### src/rtl/sqw_pkg.sv
// Shared types, codes and tables of the pulse sound channel.
// No dependencies; used by the top level, front end, queue and back end.
package sqw_pkg;

  localparam int QueueDepth = 2;

  localparam logic [11:0] PeriodLimit = 12'hFFF;
  localparam logic [11:0] PeriodMin   = 12'd7;
  localparam logic [3:0]  LevelMax    = 4'hF;

  typedef enum logic [2:0] {
    OP_REG_WRITE  = 3'd0,
    OP_ENABLE     = 3'd1,
    OP_LEN_CLOCK  = 3'd2,
    OP_ENV_CLOCK  = 3'd3,
    OP_SWP_CLOCK  = 3'd4,
    OP_DUTY_STEP  = 3'd5
  } op_e;

  typedef enum logic [1:0] {
    REG_ENVELOPE = 2'd0,
    REG_SWEEP    = 2'd1,
    REG_PER_LO   = 2'd2,
    REG_PER_HI   = 2'd3
  } reg_e;

  typedef enum logic [3:0] {
    CMD_NOP,
    CMD_WR_ENV,
    CMD_WR_SWEEP,
    CMD_WR_PER_LO,
    CMD_WR_PER_HI,
    CMD_ENABLE,
    CMD_LEN_CLK,
    CMD_ENV_CLK,
    CMD_SWP_CLK,
    CMD_DUTY_STEP
  } cmd_e;

  typedef struct packed {
    cmd_e       cmd;
    logic [7:0] data;
  } cmd_t;

  typedef struct packed {
    logic [7:0]  length_count;
    logic [2:0]  duty_position;
    logic [4:0]  env_divider;
    logic [3:0]  env_level;
    logic [3:0]  out_volume;
    logic [11:0] timer_period;
    logic [3:0]  sweep_divider;
    logic [2:0]  sweep_rate;
    logic [2:0]  sweep_shift;
    logic        sweep_down;
    logic        sweep_on;
    logic        sweep_reload;
    logic        carry_flag;
    logic [3:0]  env_rate;
    logic        const_volume;
    logic        env_loop;
    logic        length_enable;
    logic [1:0]  duty_select;
    logic        channel_on;
    logic        env_restart;
    logic [3:0]  held_sample;
  } chan_t;

  typedef struct packed {
    logic [3:0] sample;
    logic       length_active;
    logic       sweep_overflow;
  } result_t;

  localparam logic [7:0] LengthTable [32] = '{
    8'd10,  8'd254, 8'd20, 8'd2,  8'd40, 8'd4,  8'd80, 8'd6,
    8'd160, 8'd8,   8'd60, 8'd10, 8'd14, 8'd12, 8'd26, 8'd14,
    8'd12,  8'd16,  8'd24, 8'd18, 8'd48, 8'd20, 8'd96, 8'd22,
    8'd192, 8'd24,  8'd72, 8'd26, 8'd16, 8'd28, 8'd32, 8'd30
  };

  // bit n of a row is the duty output at position n
  localparam logic [7:0] DutyTable [4] = '{
    8'b0000_0010, 8'b0000_0110, 8'b0001_1110, 8'b1111_1001
  };

  function automatic logic [3:0] resample(
    logic        on,
    logic [7:0]  len,
    logic [11:0] period,
    logic        down,
    logic [2:0]  shift,
    logic [3:0]  vol,
    logic [1:0]  duty_sel,
    logic [2:0]  duty_pos
  );
    logic [12:0] sum;
    logic [7:0]  row;
    logic [3:0]  res;
    sum = {1'b0, period} + {1'b0, period >> shift};
    row = DutyTable[duty_sel];
    res = '0;
    if (on && len != '0 && period > PeriodMin) begin
      if (!down && sum > {1'b0, PeriodLimit}) begin
        res = '0;
      end else begin
        res = row[duty_pos] ? vol : '0;
      end
    end
    return res;
  endfunction

endpackage

### src/rtl/sqw_if.sv
// Handshake channels of the pulse sound channel: event in, result out, config.
// Stand-alone; payload widths are fixed by the channel fields.
interface sqw_in_if;
  logic       valid;
  logic       ready;
  logic [2:0] op;
  logic [1:0] reg_index;
  logic [7:0] data;
  modport source (output valid, output op, output reg_index, output data, input ready);
  modport sink (input valid, input op, input reg_index, input data, output ready);
endinterface

interface sqw_out_if;
  logic       valid;
  logic       ready;
  logic [3:0] sample;
  logic       length_active;
  logic       sweep_overflow;
  modport source (output valid, output sample, output length_active, output sweep_overflow,
                  input ready);
  modport sink (input valid, input sample, input length_active, input sweep_overflow,
                output ready);
endinterface

interface sqw_cfg_if;
  logic valid;
  logic ready;
  logic first_channel;
  modport source (output valid, output first_channel, input ready);
  modport sink (input valid, input first_channel, output ready);
endinterface

### src/rtl/square_wave_sound_channel.sv
// Top level of the pulse sound channel: front end, command queue, back end.
// Depends on sqw_pkg, sqw_if, sqw_front, sqw_queue and sqw_back.
//
// Usage:
//   in_ch carries one event per word: op, reg_index and data. Ops cover the
//   four register writes, the enable write, length, envelope and sweep clocks
//   and the duty step. Every event gives exactly one result word on out_ch:
//   the held sample, the length status and the sweep carry after that event.
//   cfg_ch writes first_channel (reset 1); write it only while the block is
//   idle. cfg_ch.ready is always high.
//   A result word passes through the command queue and then the output
//   register before it shows on out_ch.
//   Throughput: one event per cycle while out_ch takes its words; the back end
//   updates the channel state once per command, which sets that rate.
//   Reset clears all channel state, the queue and the output valid flag.
//   When out_ch stalls, the output register holds its word and the queue of
//   QUEUE_DEPTH commands keeps taking events; in_ch.ready drops once it fills.
module square_wave_sound_channel import sqw_pkg::*; #(
  parameter int QUEUE_DEPTH = QueueDepth
) (
  input  logic      clk_i,
  input  logic      rst_ni,
  sqw_in_if.sink    in_ch,
  sqw_cfg_if.sink   cfg_ch,
  sqw_out_if.source out_ch
);

  logic push_valid, push_ready;
  logic pop_valid, pop_ready;
  cmd_t push_data, pop_data;

  sqw_front u_front (
    .in_ch        (in_ch),
    .push_valid_o (push_valid),
    .push_ready_i (push_ready),
    .push_data_o  (push_data)
  );

  sqw_queue #(
    .DEPTH (QUEUE_DEPTH)
  ) u_queue (
    .clk_i        (clk_i),
    .rst_ni       (rst_ni),
    .push_valid_i (push_valid),
    .push_ready_o (push_ready),
    .push_data_i  (push_data),
    .pop_valid_o  (pop_valid),
    .pop_ready_i  (pop_ready),
    .pop_data_o   (pop_data)
  );

  sqw_back u_back (
    .clk_i       (clk_i),
    .rst_ni      (rst_ni),
    .pop_valid_i (pop_valid),
    .pop_ready_o (pop_ready),
    .pop_data_i  (pop_data),
    .cfg_ch      (cfg_ch),
    .out_ch      (out_ch)
  );

endmodule

### src/rtl/sqw_front.sv
// Front end: accepts events and decodes op and register number into a command.
// Depends on sqw_pkg and sqw_in_if.
module sqw_front import sqw_pkg::*; (
  sqw_in_if.sink in_ch,
  output logic   push_valid_o,
  input  logic   push_ready_i,
  output cmd_t   push_data_o
);

  cmd_e cmd;

  always_comb begin
    cmd = CMD_NOP;
    case (op_e'(in_ch.op))
      OP_REG_WRITE: begin
        case (reg_e'(in_ch.reg_index))
          REG_ENVELOPE: cmd = CMD_WR_ENV;
          REG_SWEEP:    cmd = CMD_WR_SWEEP;
          REG_PER_LO:   cmd = CMD_WR_PER_LO;
          REG_PER_HI:   cmd = CMD_WR_PER_HI;
          default:      cmd = CMD_NOP;
        endcase
      end
      OP_ENABLE:    cmd = CMD_ENABLE;
      OP_LEN_CLOCK: cmd = CMD_LEN_CLK;
      OP_ENV_CLOCK: cmd = CMD_ENV_CLK;
      OP_SWP_CLOCK: cmd = CMD_SWP_CLK;
      OP_DUTY_STEP: cmd = CMD_DUTY_STEP;
      default:      cmd = CMD_NOP;
    endcase
  end

  assign push_valid_o      = in_ch.valid;
  assign in_ch.ready       = push_ready_i;
  assign push_data_o.cmd   = cmd;
  assign push_data_o.data  = in_ch.data;

endmodule

### src/rtl/sqw_queue.sv
// Command queue between front and back end of the pulse sound channel.
// Depends on sqw_pkg for the command type.
module sqw_queue import sqw_pkg::*; #(
  parameter int DEPTH = QueueDepth
) (
  input  logic clk_i,
  input  logic rst_ni,
  input  logic push_valid_i,
  output logic push_ready_o,
  input  cmd_t push_data_i,
  output logic pop_valid_o,
  input  logic pop_ready_i,
  output cmd_t pop_data_o
);

  localparam int PtrW = (DEPTH > 1) ? $clog2(DEPTH) : 1;
  localparam int CntW = $clog2(DEPTH + 1);

  cmd_t            mem_q [DEPTH];
  logic [PtrW-1:0] wr_ptr_q, wr_ptr_d;
  logic [PtrW-1:0] rd_ptr_q, rd_ptr_d;
  logic [CntW-1:0] count_q, count_d;
  logic            push_fire, pop_fire;

  assign push_ready_o = count_q != CntW'(DEPTH);
  assign pop_valid_o  = count_q != '0;
  assign pop_data_o   = mem_q[rd_ptr_q];
  assign push_fire    = push_valid_i && push_ready_o;
  assign pop_fire     = pop_valid_o && pop_ready_i;

  always_comb begin
    wr_ptr_d = wr_ptr_q;
    rd_ptr_d = rd_ptr_q;
    count_d  = count_q;
    if (push_fire) begin
      wr_ptr_d = (wr_ptr_q == PtrW'(DEPTH - 1)) ? '0 : wr_ptr_q + 1'b1;
    end
    if (pop_fire) begin
      rd_ptr_d = (rd_ptr_q == PtrW'(DEPTH - 1)) ? '0 : rd_ptr_q + 1'b1;
    end
    case ({push_fire, pop_fire})
      2'b10:   count_d = count_q + 1'b1;
      2'b01:   count_d = count_q - 1'b1;
      default: count_d = count_q;
    endcase
  end

  always_ff @(posedge clk_i or negedge rst_ni) begin
    if (!rst_ni) begin
      wr_ptr_q <= '0;
      rd_ptr_q <= '0;
      count_q  <= '0;
    end else begin
      wr_ptr_q <= wr_ptr_d;
      rd_ptr_q <= rd_ptr_d;
      count_q  <= count_d;
    end
  end

  always_ff @(posedge clk_i) begin
    if (push_fire) begin
      mem_q[wr_ptr_q] <= push_data_i;
    end
  end

endmodule

### src/rtl/sqw_back.sv
// Back end: executes commands on the channel state and registers the result.
// Depends on sqw_pkg, sqw_out_if and sqw_cfg_if.
module sqw_back import sqw_pkg::*; (
  input  logic    clk_i,
  input  logic    rst_ni,
  input  logic    pop_valid_i,
  output logic    pop_ready_o,
  input  cmd_t    pop_data_i,
  sqw_cfg_if.sink cfg_ch,
  sqw_out_if.source out_ch
);

  chan_t       st_q, st_d;
  logic        first_channel_q;
  logic        out_valid_q, out_valid_d;
  result_t     result_q;
  logic        pop_fire;
  logic        resample_en;
  logic [7:0]  data;
  logic [11:0] sweep_delta;
  logic [12:0] sweep_sum;

  assign data        = pop_data_i.data;
  assign pop_ready_o = !out_valid_q || out_ch.ready;
  assign pop_fire    = pop_valid_i && pop_ready_o;
  assign sweep_delta = st_q.timer_period >> st_q.sweep_shift;
  assign sweep_sum   = {1'b0, st_q.timer_period} + {1'b0, sweep_delta};
  assign out_valid_d = pop_fire || (out_valid_q && !out_ch.ready);
  assign cfg_ch.ready = 1'b1;

  always_comb begin
    st_d        = st_q;
    resample_en = 1'b0;
    case (pop_data_i.cmd)
      CMD_WR_ENV: begin
        st_d.const_volume  = data[4];
        st_d.env_rate      = data[3:0];
        st_d.env_loop      = data[5];
        st_d.duty_select   = data[7:6];
        st_d.length_enable = !data[5];
        st_d.out_volume    = data[4] ? data[3:0] : st_q.env_level;
        resample_en        = 1'b1;
      end
      CMD_WR_SWEEP: begin
        st_d.sweep_on     = data[7];
        st_d.sweep_rate   = data[6:4];
        st_d.sweep_down   = data[3];
        st_d.sweep_shift  = data[2:0];
        st_d.sweep_reload = 1'b1;
      end
      CMD_WR_PER_LO: begin
        st_d.timer_period = {1'b0, st_q.timer_period[10:8], data};
      end
      CMD_WR_PER_HI: begin
        st_d.timer_period = {1'b0, data[2:0], st_q.timer_period[7:0]};
        if (st_q.channel_on) begin
          st_d.length_count = LengthTable[data[7:3]];
        end
        st_d.env_restart = 1'b1;
      end
      CMD_ENABLE: begin
        st_d.channel_on = data[0];
        if (!data[0]) begin
          st_d.length_count = '0;
        end
        resample_en = 1'b1;
      end
      CMD_LEN_CLK: begin
        if (st_q.length_enable && st_q.length_count != '0) begin
          st_d.length_count = st_q.length_count - 1'b1;
          resample_en       = st_q.length_count == 8'd1;
        end
      end
      CMD_ENV_CLK: begin
        if (st_q.env_restart) begin
          st_d.env_restart = 1'b0;
          st_d.env_divider = {1'b0, st_q.env_rate} + 5'd1;
          st_d.env_level   = LevelMax;
        end else if (st_q.env_divider <= 5'd1) begin
          st_d.env_divider = {1'b0, st_q.env_rate} + 5'd1;
          if (st_q.env_level != '0) begin
            st_d.env_level = st_q.env_level - 1'b1;
          end else begin
            st_d.env_level = st_q.env_loop ? LevelMax : '0;
          end
        end else begin
          st_d.env_divider = st_q.env_divider - 1'b1;
        end
        st_d.out_volume = st_q.const_volume ? st_q.env_rate : st_d.env_level;
        resample_en     = 1'b1;
      end
      CMD_SWP_CLK: begin
        if (st_q.sweep_divider <= 4'd1) begin
          st_d.sweep_divider = {1'b0, st_q.sweep_rate} + 4'd1;
          if (st_q.sweep_on && st_q.sweep_shift != '0 && st_q.timer_period > PeriodMin) begin
            st_d.carry_flag = 1'b0;
            if (!st_q.sweep_down) begin
              if (sweep_sum > {1'b0, PeriodLimit}) begin
                st_d.timer_period = PeriodLimit;
                st_d.carry_flag   = 1'b1;
              end else begin
                st_d.timer_period = sweep_sum[11:0];
              end
            end else begin
              st_d.timer_period = st_q.timer_period - sweep_delta
                                  - {11'd0, first_channel_q};
            end
          end
        end else begin
          st_d.sweep_divider = st_q.sweep_divider - 1'b1;
        end
        if (st_q.sweep_reload) begin
          st_d.sweep_reload  = 1'b0;
          st_d.sweep_divider = {1'b0, st_q.sweep_rate} + 4'd1;
        end
      end
      CMD_DUTY_STEP: begin
        st_d.duty_position = st_q.duty_position + 1'b1;
        resample_en        = 1'b1;
      end
      default: begin
        st_d = st_q;
      end
    endcase
    if (resample_en) begin
      st_d.held_sample = resample(st_d.channel_on, st_d.length_count, st_d.timer_period,
                                  st_d.sweep_down, st_d.sweep_shift, st_d.out_volume,
                                  st_d.duty_select, st_d.duty_position);
    end
  end

  always_ff @(posedge clk_i or negedge rst_ni) begin
    if (!rst_ni) begin
      st_q            <= '0;
      first_channel_q <= 1'b1;
      out_valid_q     <= 1'b0;
    end else begin
      out_valid_q <= out_valid_d;
      if (pop_fire) begin
        st_q <= st_d;
      end
      if (cfg_ch.valid) begin
        first_channel_q <= cfg_ch.first_channel;
      end
    end
  end

  always_ff @(posedge clk_i) begin
    if (pop_fire) begin
      result_q.sample         <= st_d.held_sample;
      result_q.length_active  <= st_d.channel_on && st_d.length_count != '0;
      result_q.sweep_overflow <= st_d.carry_flag;
    end
  end

  assign out_ch.valid          = out_valid_q;
  assign out_ch.sample         = result_q.sample;
  assign out_ch.length_active  = result_q.length_active;
  assign out_ch.sweep_overflow = result_q.sweep_overflow;

endmodule

### src/flat_wrapper.sv
// flat-port wrapper written by rule: the top's interface ports become plain ports
module square_wave_sound_channel_flat import sqw_pkg::*;
#(
  parameter int QUEUE_DEPTH = QueueDepth
)
  (clk_i, rst_ni, in_ch_valid, in_ch_op, in_ch_reg_index, in_ch_data, in_ch_ready, cfg_ch_valid, cfg_ch_first_channel, cfg_ch_ready, out_ch_valid, out_ch_sample, out_ch_length_active, out_ch_sweep_overflow, out_ch_ready);
  sqw_in_if in_ch_i ();
  sqw_cfg_if cfg_ch_i ();
  sqw_out_if out_ch_i ();
  input  logic clk_i;
  input  logic rst_ni;
  input wire logic [$bits(in_ch_i.valid)-1:0] in_ch_valid;
  input wire logic [$bits(in_ch_i.op)-1:0] in_ch_op;
  input wire logic [$bits(in_ch_i.reg_index)-1:0] in_ch_reg_index;
  input wire logic [$bits(in_ch_i.data)-1:0] in_ch_data;
  output wire logic [$bits(in_ch_i.ready)-1:0] in_ch_ready;
  input wire logic [$bits(cfg_ch_i.valid)-1:0] cfg_ch_valid;
  input wire logic [$bits(cfg_ch_i.first_channel)-1:0] cfg_ch_first_channel;
  output wire logic [$bits(cfg_ch_i.ready)-1:0] cfg_ch_ready;
  output wire logic [$bits(out_ch_i.valid)-1:0] out_ch_valid;
  output wire logic [$bits(out_ch_i.sample)-1:0] out_ch_sample;
  output wire logic [$bits(out_ch_i.length_active)-1:0] out_ch_length_active;
  output wire logic [$bits(out_ch_i.sweep_overflow)-1:0] out_ch_sweep_overflow;
  input wire logic [$bits(out_ch_i.ready)-1:0] out_ch_ready;
  assign in_ch_i.valid = in_ch_valid;
  assign in_ch_i.op = in_ch_op;
  assign in_ch_i.reg_index = in_ch_reg_index;
  assign in_ch_i.data = in_ch_data;
  assign in_ch_ready = in_ch_i.ready;
  assign cfg_ch_i.valid = cfg_ch_valid;
  assign cfg_ch_i.first_channel = cfg_ch_first_channel;
  assign cfg_ch_ready = cfg_ch_i.ready;
  assign out_ch_valid = out_ch_i.valid;
  assign out_ch_sample = out_ch_i.sample;
  assign out_ch_length_active = out_ch_i.length_active;
  assign out_ch_sweep_overflow = out_ch_i.sweep_overflow;
  assign out_ch_i.ready = out_ch_ready;
  square_wave_sound_channel #(.QUEUE_DEPTH(QUEUE_DEPTH)) u_core (.clk_i(clk_i), .rst_ni(rst_ni), .in_ch(in_ch_i), .cfg_ch(cfg_ch_i), .out_ch(out_ch_i));
endmodule
### config.mk
export PLATFORM = sky130hd
export DESIGN_NAME = square_wave_sound_channel_flat
export DESIGN_NICKNAME = d
export VERILOG_FILES = /design/src/rtl/sqw_pkg.sv /design/src/rtl/sqw_if.sv /design/src/rtl/square_wave_sound_channel.sv /design/src/rtl/sqw_front.sv /design/src/rtl/sqw_queue.sv /design/src/rtl/sqw_back.sv /design/src/flat_wrapper.sv
export SDC_FILE = /design/constraint.sdc
export NUM_CORES = 1
export LEC_CHECK = 0
export BUFFER_PORTS_ARGS = -buffer_cell sky130_fd_sc_hd__buf_4
export CORE_MARGIN = 2
export CORE_UTILIZATION = 40
export DETAILED_ROUTE_END_ITERATION = 10
export SYNTH_ARGS = -nofsm -noshare
export SYNTH_HDL_FRONTEND = slang
export SYNTH_HIERARCHICAL = 1
export SYNTH_SLANG_ARGS = --single-unit
### constraint.sdc
create_clock -name clk_i -period 8.55 [get_ports clk_i]
set_input_delay 0.855 -clock clk_i [delete_from_list [all_inputs] [get_ports clk_i]]
set_output_delay 0.855 -clock clk_i [all_outputs]
set_load 0.01 [all_outputs]
==> results of run 1 <==
## registers in the layout (all words and copies together) (netlist names)
| signal | cells |
|---|---|
| u_core/u_queue/count_q | 2 |
| u_core/u_back/first_channel_q | 1 |
| u_core/u_back/out_ch.length_active | 1 |
| u_core/u_queue/mem_q | 24 |
| u_core/u_back/out_ch.sweep_overflow | 1 |
| u_core/u_queue/rd_ptr_q | 1 |
| u_core/u_back/out_ch.valid | 1 |
| u_core/u_back/st_q | 65 |
| u_core/u_back/out_ch.sample | 4 |
| u_core/u_queue/wr_ptr_q | 1 |
## per-stage QoR
| stage | instances | cell area (um^2) | hold WS (ps) | setup WS, ps |
|---|---|---|---|---|
| finish | 1292 | 9364 | 483.3 | 1055 |
| global route | 1292 | 9364 | 512.0 | 555.2 |
| CTS | 1292 | 9364 | 487.7 | 1160 |
| detailed placement | 1276 | 9055 | 466.8 | 1209 |
| global placement | 1276 | 9055 | 464.7 | 1256 |
| floorplan | 1021 | 8793 | 446.1 | 2457 |
## worst max path at each step
stage                                 from  cells past startpoint  slack, ps                              to
floorplan           u_core/u_back/st_q[20]                     29       2460  u_core/u_back/out_ch.sample[0]
global placement    u_core/u_back/st_q[20]                     27       1260  u_core/u_back/out_ch.sample[3]
detailed placement  u_core/u_back/st_q[20]                     27       1210  u_core/u_back/out_ch.sample[0]
CTS                 u_core/u_back/st_q[20]                     27       1160  u_core/u_back/out_ch.sample[0]
global route        u_core/u_back/st_q[20]                     27        560  u_core/u_back/out_ch.sample[2]
finish              u_core/u_back/st_q[20]                     27       1050  u_core/u_back/out_ch.sample[0]
## worst max-delay path: cells and delay by family, from the launching register on
family | cells | cell delay, ps
muxes | 3 | 770
adders and majority gates | 3 | 820
DFF | 1 | 890
AOI/OAI and AO/OA | 15 | 3950
and+or+nand+nor | 4 | 830
buffers and inverters | 2 | 120
## routing by layer
metal,vias to the layer above,track usage [%],share of wire (%)
met2,248,30.39,44
met5,-,0,0
met3,39,4.209,5.8
li1,3696,-,-
met4,0,5.919,2.2
met1,3611,28.73,48
## layout by cell type (no fill, tap or decap), types with 11 or more instances in the layout
cell type,count
a211oi_1,16
a21o_1,11
a21oi_1,56
a31oi_1,13
buf_4,30
dfrtp_1,70
edfxtp_1,30
ha_1,63
inv_1,63
mux2_2,36
mux2i_1,30
nand2_1,113
nand2b_1,19
nand3_1,20
nor2_1,85
nor3_1,29
o21ai_0,83
o31ai_1,11
xnor2_1,14
xor2_1,12
## kinds of logic after synthesis
family,Yosys count,share of synthesized area [%]
adders and majority gates,67,9.875
other,1,0.04265
muxes,68,8.537
xor gates and xnor gates,27,2.775
and+or+nand+nor,340,18.78
AOI/OAI and AO/OA,297,23.18
buffers and inverters,120,6.346
DFF,101,30.46
## area by class of cell
cell class / count / area, um^2 / share of cell area, %
clock inverter: 7 / 83.83 / 0.8952
inverter: 65 / 244.0 / 2.606
tap: 280 / 350.3 / 3.741
clock buffer: 9 / 225.2 / 2.405
multi-input combinational: 800 / 5557 / 59.34
sequential: 101 / 2679 / 28.61
timing repair buffer: 30 / 225.2 / 2.405
==> flow_metrics.py, run 1 <==
metrics = {
    "yosys": {
        "syn_nets": 1107,
        "synth_commonest_cells": "113 x nand2_1, 85 x nor2_1, 83 x o21ai_0, 70 x dfrtp_1",
        "synth_cells": 1021,
        "synth_edf_count": 30,
        "synth_area_per_cell_um2": 8.613,
        "syn_area_um2": 8793,
        "yosysMostFrequentCell": "nand2_1",
        "netlist.top_cell.by_area": "dfrtp_1",
        "ys_top_cells_by_area": "dfrtp_1 20%, edfxtp_1 10%, ha_1 9.0%",
        "yosysSeqAreaShare_pct": 30.46,
        "yosysTopAreaCellShare_pct": 19.92,
        "yosysUniqueCellTypes": 99,
        "ys_warn_count": 6,
        "synth-seq-cells": 101,
        "async_reset_ff_share_pct": 70.30,
        "synthFlopType": "dfrtp_1",
    },
    "clock_tree": {
        "cts.sinks": 101,
        "cts_resized": 0,
        "cts_root_buf": "clkbuf_16",
        "hold_buffers": 0,
        "clkTransAtPathRegs_ps": 80,
        "cts_tree": "yes",
        "cts.htree.levels": 3,
        "clock_latency_ps": 350,
        "clockBufferDepth": 2,
        "numCtsBuffers": 9,
        "cts_setup_buffers": 0,
    },
    "worst_hold_path": {
        "hp-class": "reg -> reg",
        "whs_path_depth": 1,
        "worstHoldStart": "u_core/u_queue/count_q[1]",
        "hold-path-endpoint": "u_core/u_queue/count_q[1]",
    },
    "timing": {
        "period_minus_slack_ps": 7495,
        "finalClockSkew_ps": 11.17,
        "max_slew_margin_pct": 30.68,
        "clock.fmax_mhz": 133.4,
        "worst_slew_pin_slew_ps": 1014,
        "setup_viol": 0,
        "period_share_pct": 87.67,
        "rsz0062_at_grt": "no",
        "final_max_slew_viol_count": 0,
        "finalHoldViolations": 0,
        "setup-tns-final_ps": 0,
    },
    "global_route": {
        "grt_pass1_wl_mm": 37.89,
        "first_global_vias": 7186,
        "antenna_found_initial": 0,
        "grtUsageTotal_pct": 20.02,
        "grt_max_degree": 72,
        "overflow": 0,
    },
    "final_layout": {
        "n_antenna_cell": 0,
        "drive_above_1_share_pct": 11.26,
        "post-route-util_pct": 43.18,
        "syn_to_final_growth_pct": 6.488,
        "num-fill-cells": 2131,
        "nets": 1093,
    },
    "outcome": {
        "status": "finished clean",
    },
    "floorplanning": {
        "dieArea_um2": 23190,
        "die_y_um": 152.3,
        "coreArea_um2": 21690,
        "ios": 28,
        "fp.dieW_um": 152.3,
        "initial_core_util_pct": 40.54,
        "rows": 54,
    },
    "route": {
        "via_per_inst": 5.878,
        "drt_iter0_markers": 578,
        "drc": 0,
        "wire_per_inst_um": 17.83,
        "drtPass1Iterations": 7,
        "final_antenna_net_count": 0,
        "vias": 7594,
        "drt_wl_total_mm": 23.04,
    },
    "setup_path": {
        "timing.rr.start": "u_core/u_back/st_q[20]",
        "path_max_fanout": 24,
        "rrSetupSlack_ps": 1050,
        "crit_type": "reg -> reg",
        "slowest_stage": "a2111oi_0",
        "r2r_end": "u_core/u_back/out_ch.sample[0]",
        "start_kind": "register",
        "critPathMaxStageDelay_ps": 920,
        "required_ps": 8770,
        "cp.arrival_ps": 7710,
        "r2r_cells": 27,
        "crit_path_end_kind": "register",
    },
    "place": {
        "place_congestion": 0.9383,
        "dp_hpwl_mm": 16.90,
        "port_buffers": 26,
    },
    "flow_run": {
        "cap_viol_max_count": 0,
    },
}
Power of run 1 is left out: the tool's default activity adds up to more than one toggle a clock period on the data nets, which glitch-free logic cannot reach.
==> run 2, diff against run 1 <==
GPL_ROUTABILITY_DRIVEN = 0   (was unset)
clock period = 8.5 ns   (was 8.55 ns; I/O delays follow)
==> run 2 against run 1 <==
Register-to-register slack lost 60 ps. Via count down 0.57%. Non-clock buffer count rose by 1. First-iteration DRC count up 1.2%.
==> flow_metrics.py, run 2 (synthesis results as in run 1) <==
metrics = {
    "timing": {
        "setup-tns-final_ps": 0,
        "finalHoldViolations": 0,
        "rsz0062_at_grt": "no",
        "max_slew_margin_pct": 25.00,
        "period_minus_slack_ps": 7508,
        "setup_viol": 0,
        "period_share_pct": 88.33,
        "worst_slew_pin_slew_ps": 1121,
        "final_max_slew_viol_count": 0,
        "finalClockSkew_ps": 8.131,
        "clock.fmax_mhz": 133.2,
    },
    "worst_hold_path": {
        "hp-class": "reg -> reg",
        "hold-path-endpoint": "u_core/u_back/st_q[43]",
        "whs_path_depth": 2,
        "worstHoldStart": "u_core/u_back/st_q[43]",
    },
    "clock_tree": {
        "hold_buffers": 0,
        "cts_resized": 0,
        "cts.htree.levels": 3,
        "clock_latency_ps": 360,
        "clkTransAtPathRegs_ps": 80,
        "cts_setup_buffers": 0,
        "cts_root_buf": "clkbuf_16",
        "cts.sinks": 101,
        "numCtsBuffers": 9,
        "clockBufferDepth": 2,
        "cts_tree": "yes",
    },
    "final_layout": {
        "instances_no_fill": 1293,
        "num-fill-cells": 2139,
        "syn_to_final_growth_pct": 6.574,
        "final_cell_mix": "113 x nand2_1, 85 x nor2_1, 83 x o21ai_0",
        "final_common_cell": "nand2_1",
        "reg_top3": "u_core/u_back/st_q (65), u_core/u_queue/mem_q (24), u_core/u_back/out_ch.sample (4)",
        "n_antenna_cell": 0,
        "largest_reg_flops": 65,
        "drive_above_1_share_pct": 11.35,
        "top_register": "u_core/u_back/st_q",
        "nets": 1094,
    },
    "global_route": {
        "first_global_vias": 7229,
        "antenna_found_initial": 0,
        "grtUsageTotal_pct": 20.39,
        "grt_pass1_wl_mm": 38.73,
        "overflow": 0,
        "grt_max_degree": 72,
    },
    "route": {
        "via_per_inst": 5.840,
        "drc": 0,
        "drtPass1Iterations": 6,
        "drt_iter0_markers": 585,
        "final_antenna_net_count": 0,
        "vias": 7551,
        "drt_wl_total_mm": 23.17,
        "wire_per_inst_um": 17.92,
    },
    "place": {
        "dp_cells": 1277,
        "port_buffers": 26,
        "dp_hpwl_mm": 17.02,
    },
    "floorplanning": {
        "initial_core_util_pct": 40.54,
        "die_y_um": 152.3,
        "ios": 28,
        "fp.dieW_um": 152.3,
        "dieArea_um2": 23190,
        "coreArea_um2": 21690,
        "rows": 54,
    },
    "setup_path": {
        "timing.rr.start": "u_core/u_back/st_q[20]",
        "crit_type": "reg -> reg",
        "crit_path_end_kind": "register",
        "start_kind": "register",
        "path_max_fanout": 24,
        "required_ps": 8730,
        "r2r_cells": 27,
        "r2r_end": "u_core/u_back/out_ch.sample[0]",
        "cp.arrival_ps": 7730,
        "rrSetupSlack_ps": 990,
    },
    "outcome": {
        "status": "finished clean",
    },
    "flow_run": {
        "cap_viol_max_count": 0,
    },
}
run 2: cell types whose count changed in the layout (fill, tap and decap cells not counted):
cell	change
buf_4	+1
run 2: per-stage QoR:
step | setup WS [ps] | area, um^2 | hold slack [ps] | utilization, %
floorplan | 2407 | 8793 | 446.1 | -
global placement | 1343 | 9062 | 461.9 | 41.78
detailed placement | 1116 | 9062 | 468.2 | 41.78
CTS | 1083 | 9371 | 487.5 | 43.21
global route | 278.2 | 9371 | 508.0 | 43.21
finish | 991.8 | 9371 | 485.2 | 43.21
run 2: metal layers:
metal  up-vias  part of all wire, %  GRT usage [%]
met3        31                  5.0          3.641
li1       3700                    -              -
met1      3630                   48          29.62
met4         0                  2.0          5.830
met5         -                    0              0
met2       190                   45          31.12
run 2: critical path: stages (launching register included):
cell       delay (ps)
dfrtp_1           870
mux2i_1           210
a21oi_1           240
nand2_1            80
o21a_1            160
inv_1              70
ha_1              160
inv_1              60
fa_1              420
or2_1             290
a2111o_1          460
a21boi_0          450
nor3_1            250
o2111a_1          220
a211oi_2          590
mux2_2            270
mux2i_1            90
o22ai_1           210
ha_1              260
o21ai_0            70
a21oi_1            60
nor3_1            140
o21bai_1          100
a21oi_1           130
o21ai_0            90
a2111oi_0         900
and2_1            310
a32o_1            190
run 2: layout make-up:
class                           count  area, um^2  area share [%]
Multi-Input combinational cell    800        5557           59.29
Timing Repair Buffer               31       232.7           2.483
Tap cell                          280       350.3           3.738
Inverter                           65       244.0           2.603
Sequential cell                   101        2679           28.58
Clock buffer                        9       225.2           2.403
Clock inverter                      7       83.83          0.8945
run 2: worst max path at each step:
stage                                                end  cells after the start  slack [ps]                   start
final                     u_core/u_back/out_ch.sample[0]                     27         990  u_core/u_back/st_q[20]
after global routing      u_core/u_back/out_ch.sample[2]                     27         280  u_core/u_back/st_q[20]
after CTS                 u_core/u_back/out_ch.sample[3]                     27        1080  u_core/u_back/st_q[20]
after detailed placement  u_core/u_back/out_ch.sample[0]                     27        1120  u_core/u_back/st_q[20]
after global placement    u_core/u_back/out_ch.sample[3]                     27        1340  u_core/u_back/st_q[20]
after floorplan           u_core/u_back/out_ch.sample[0]                     29        2410  u_core/u_back/st_q[20]
Power of run 2 is left out for the same reason.
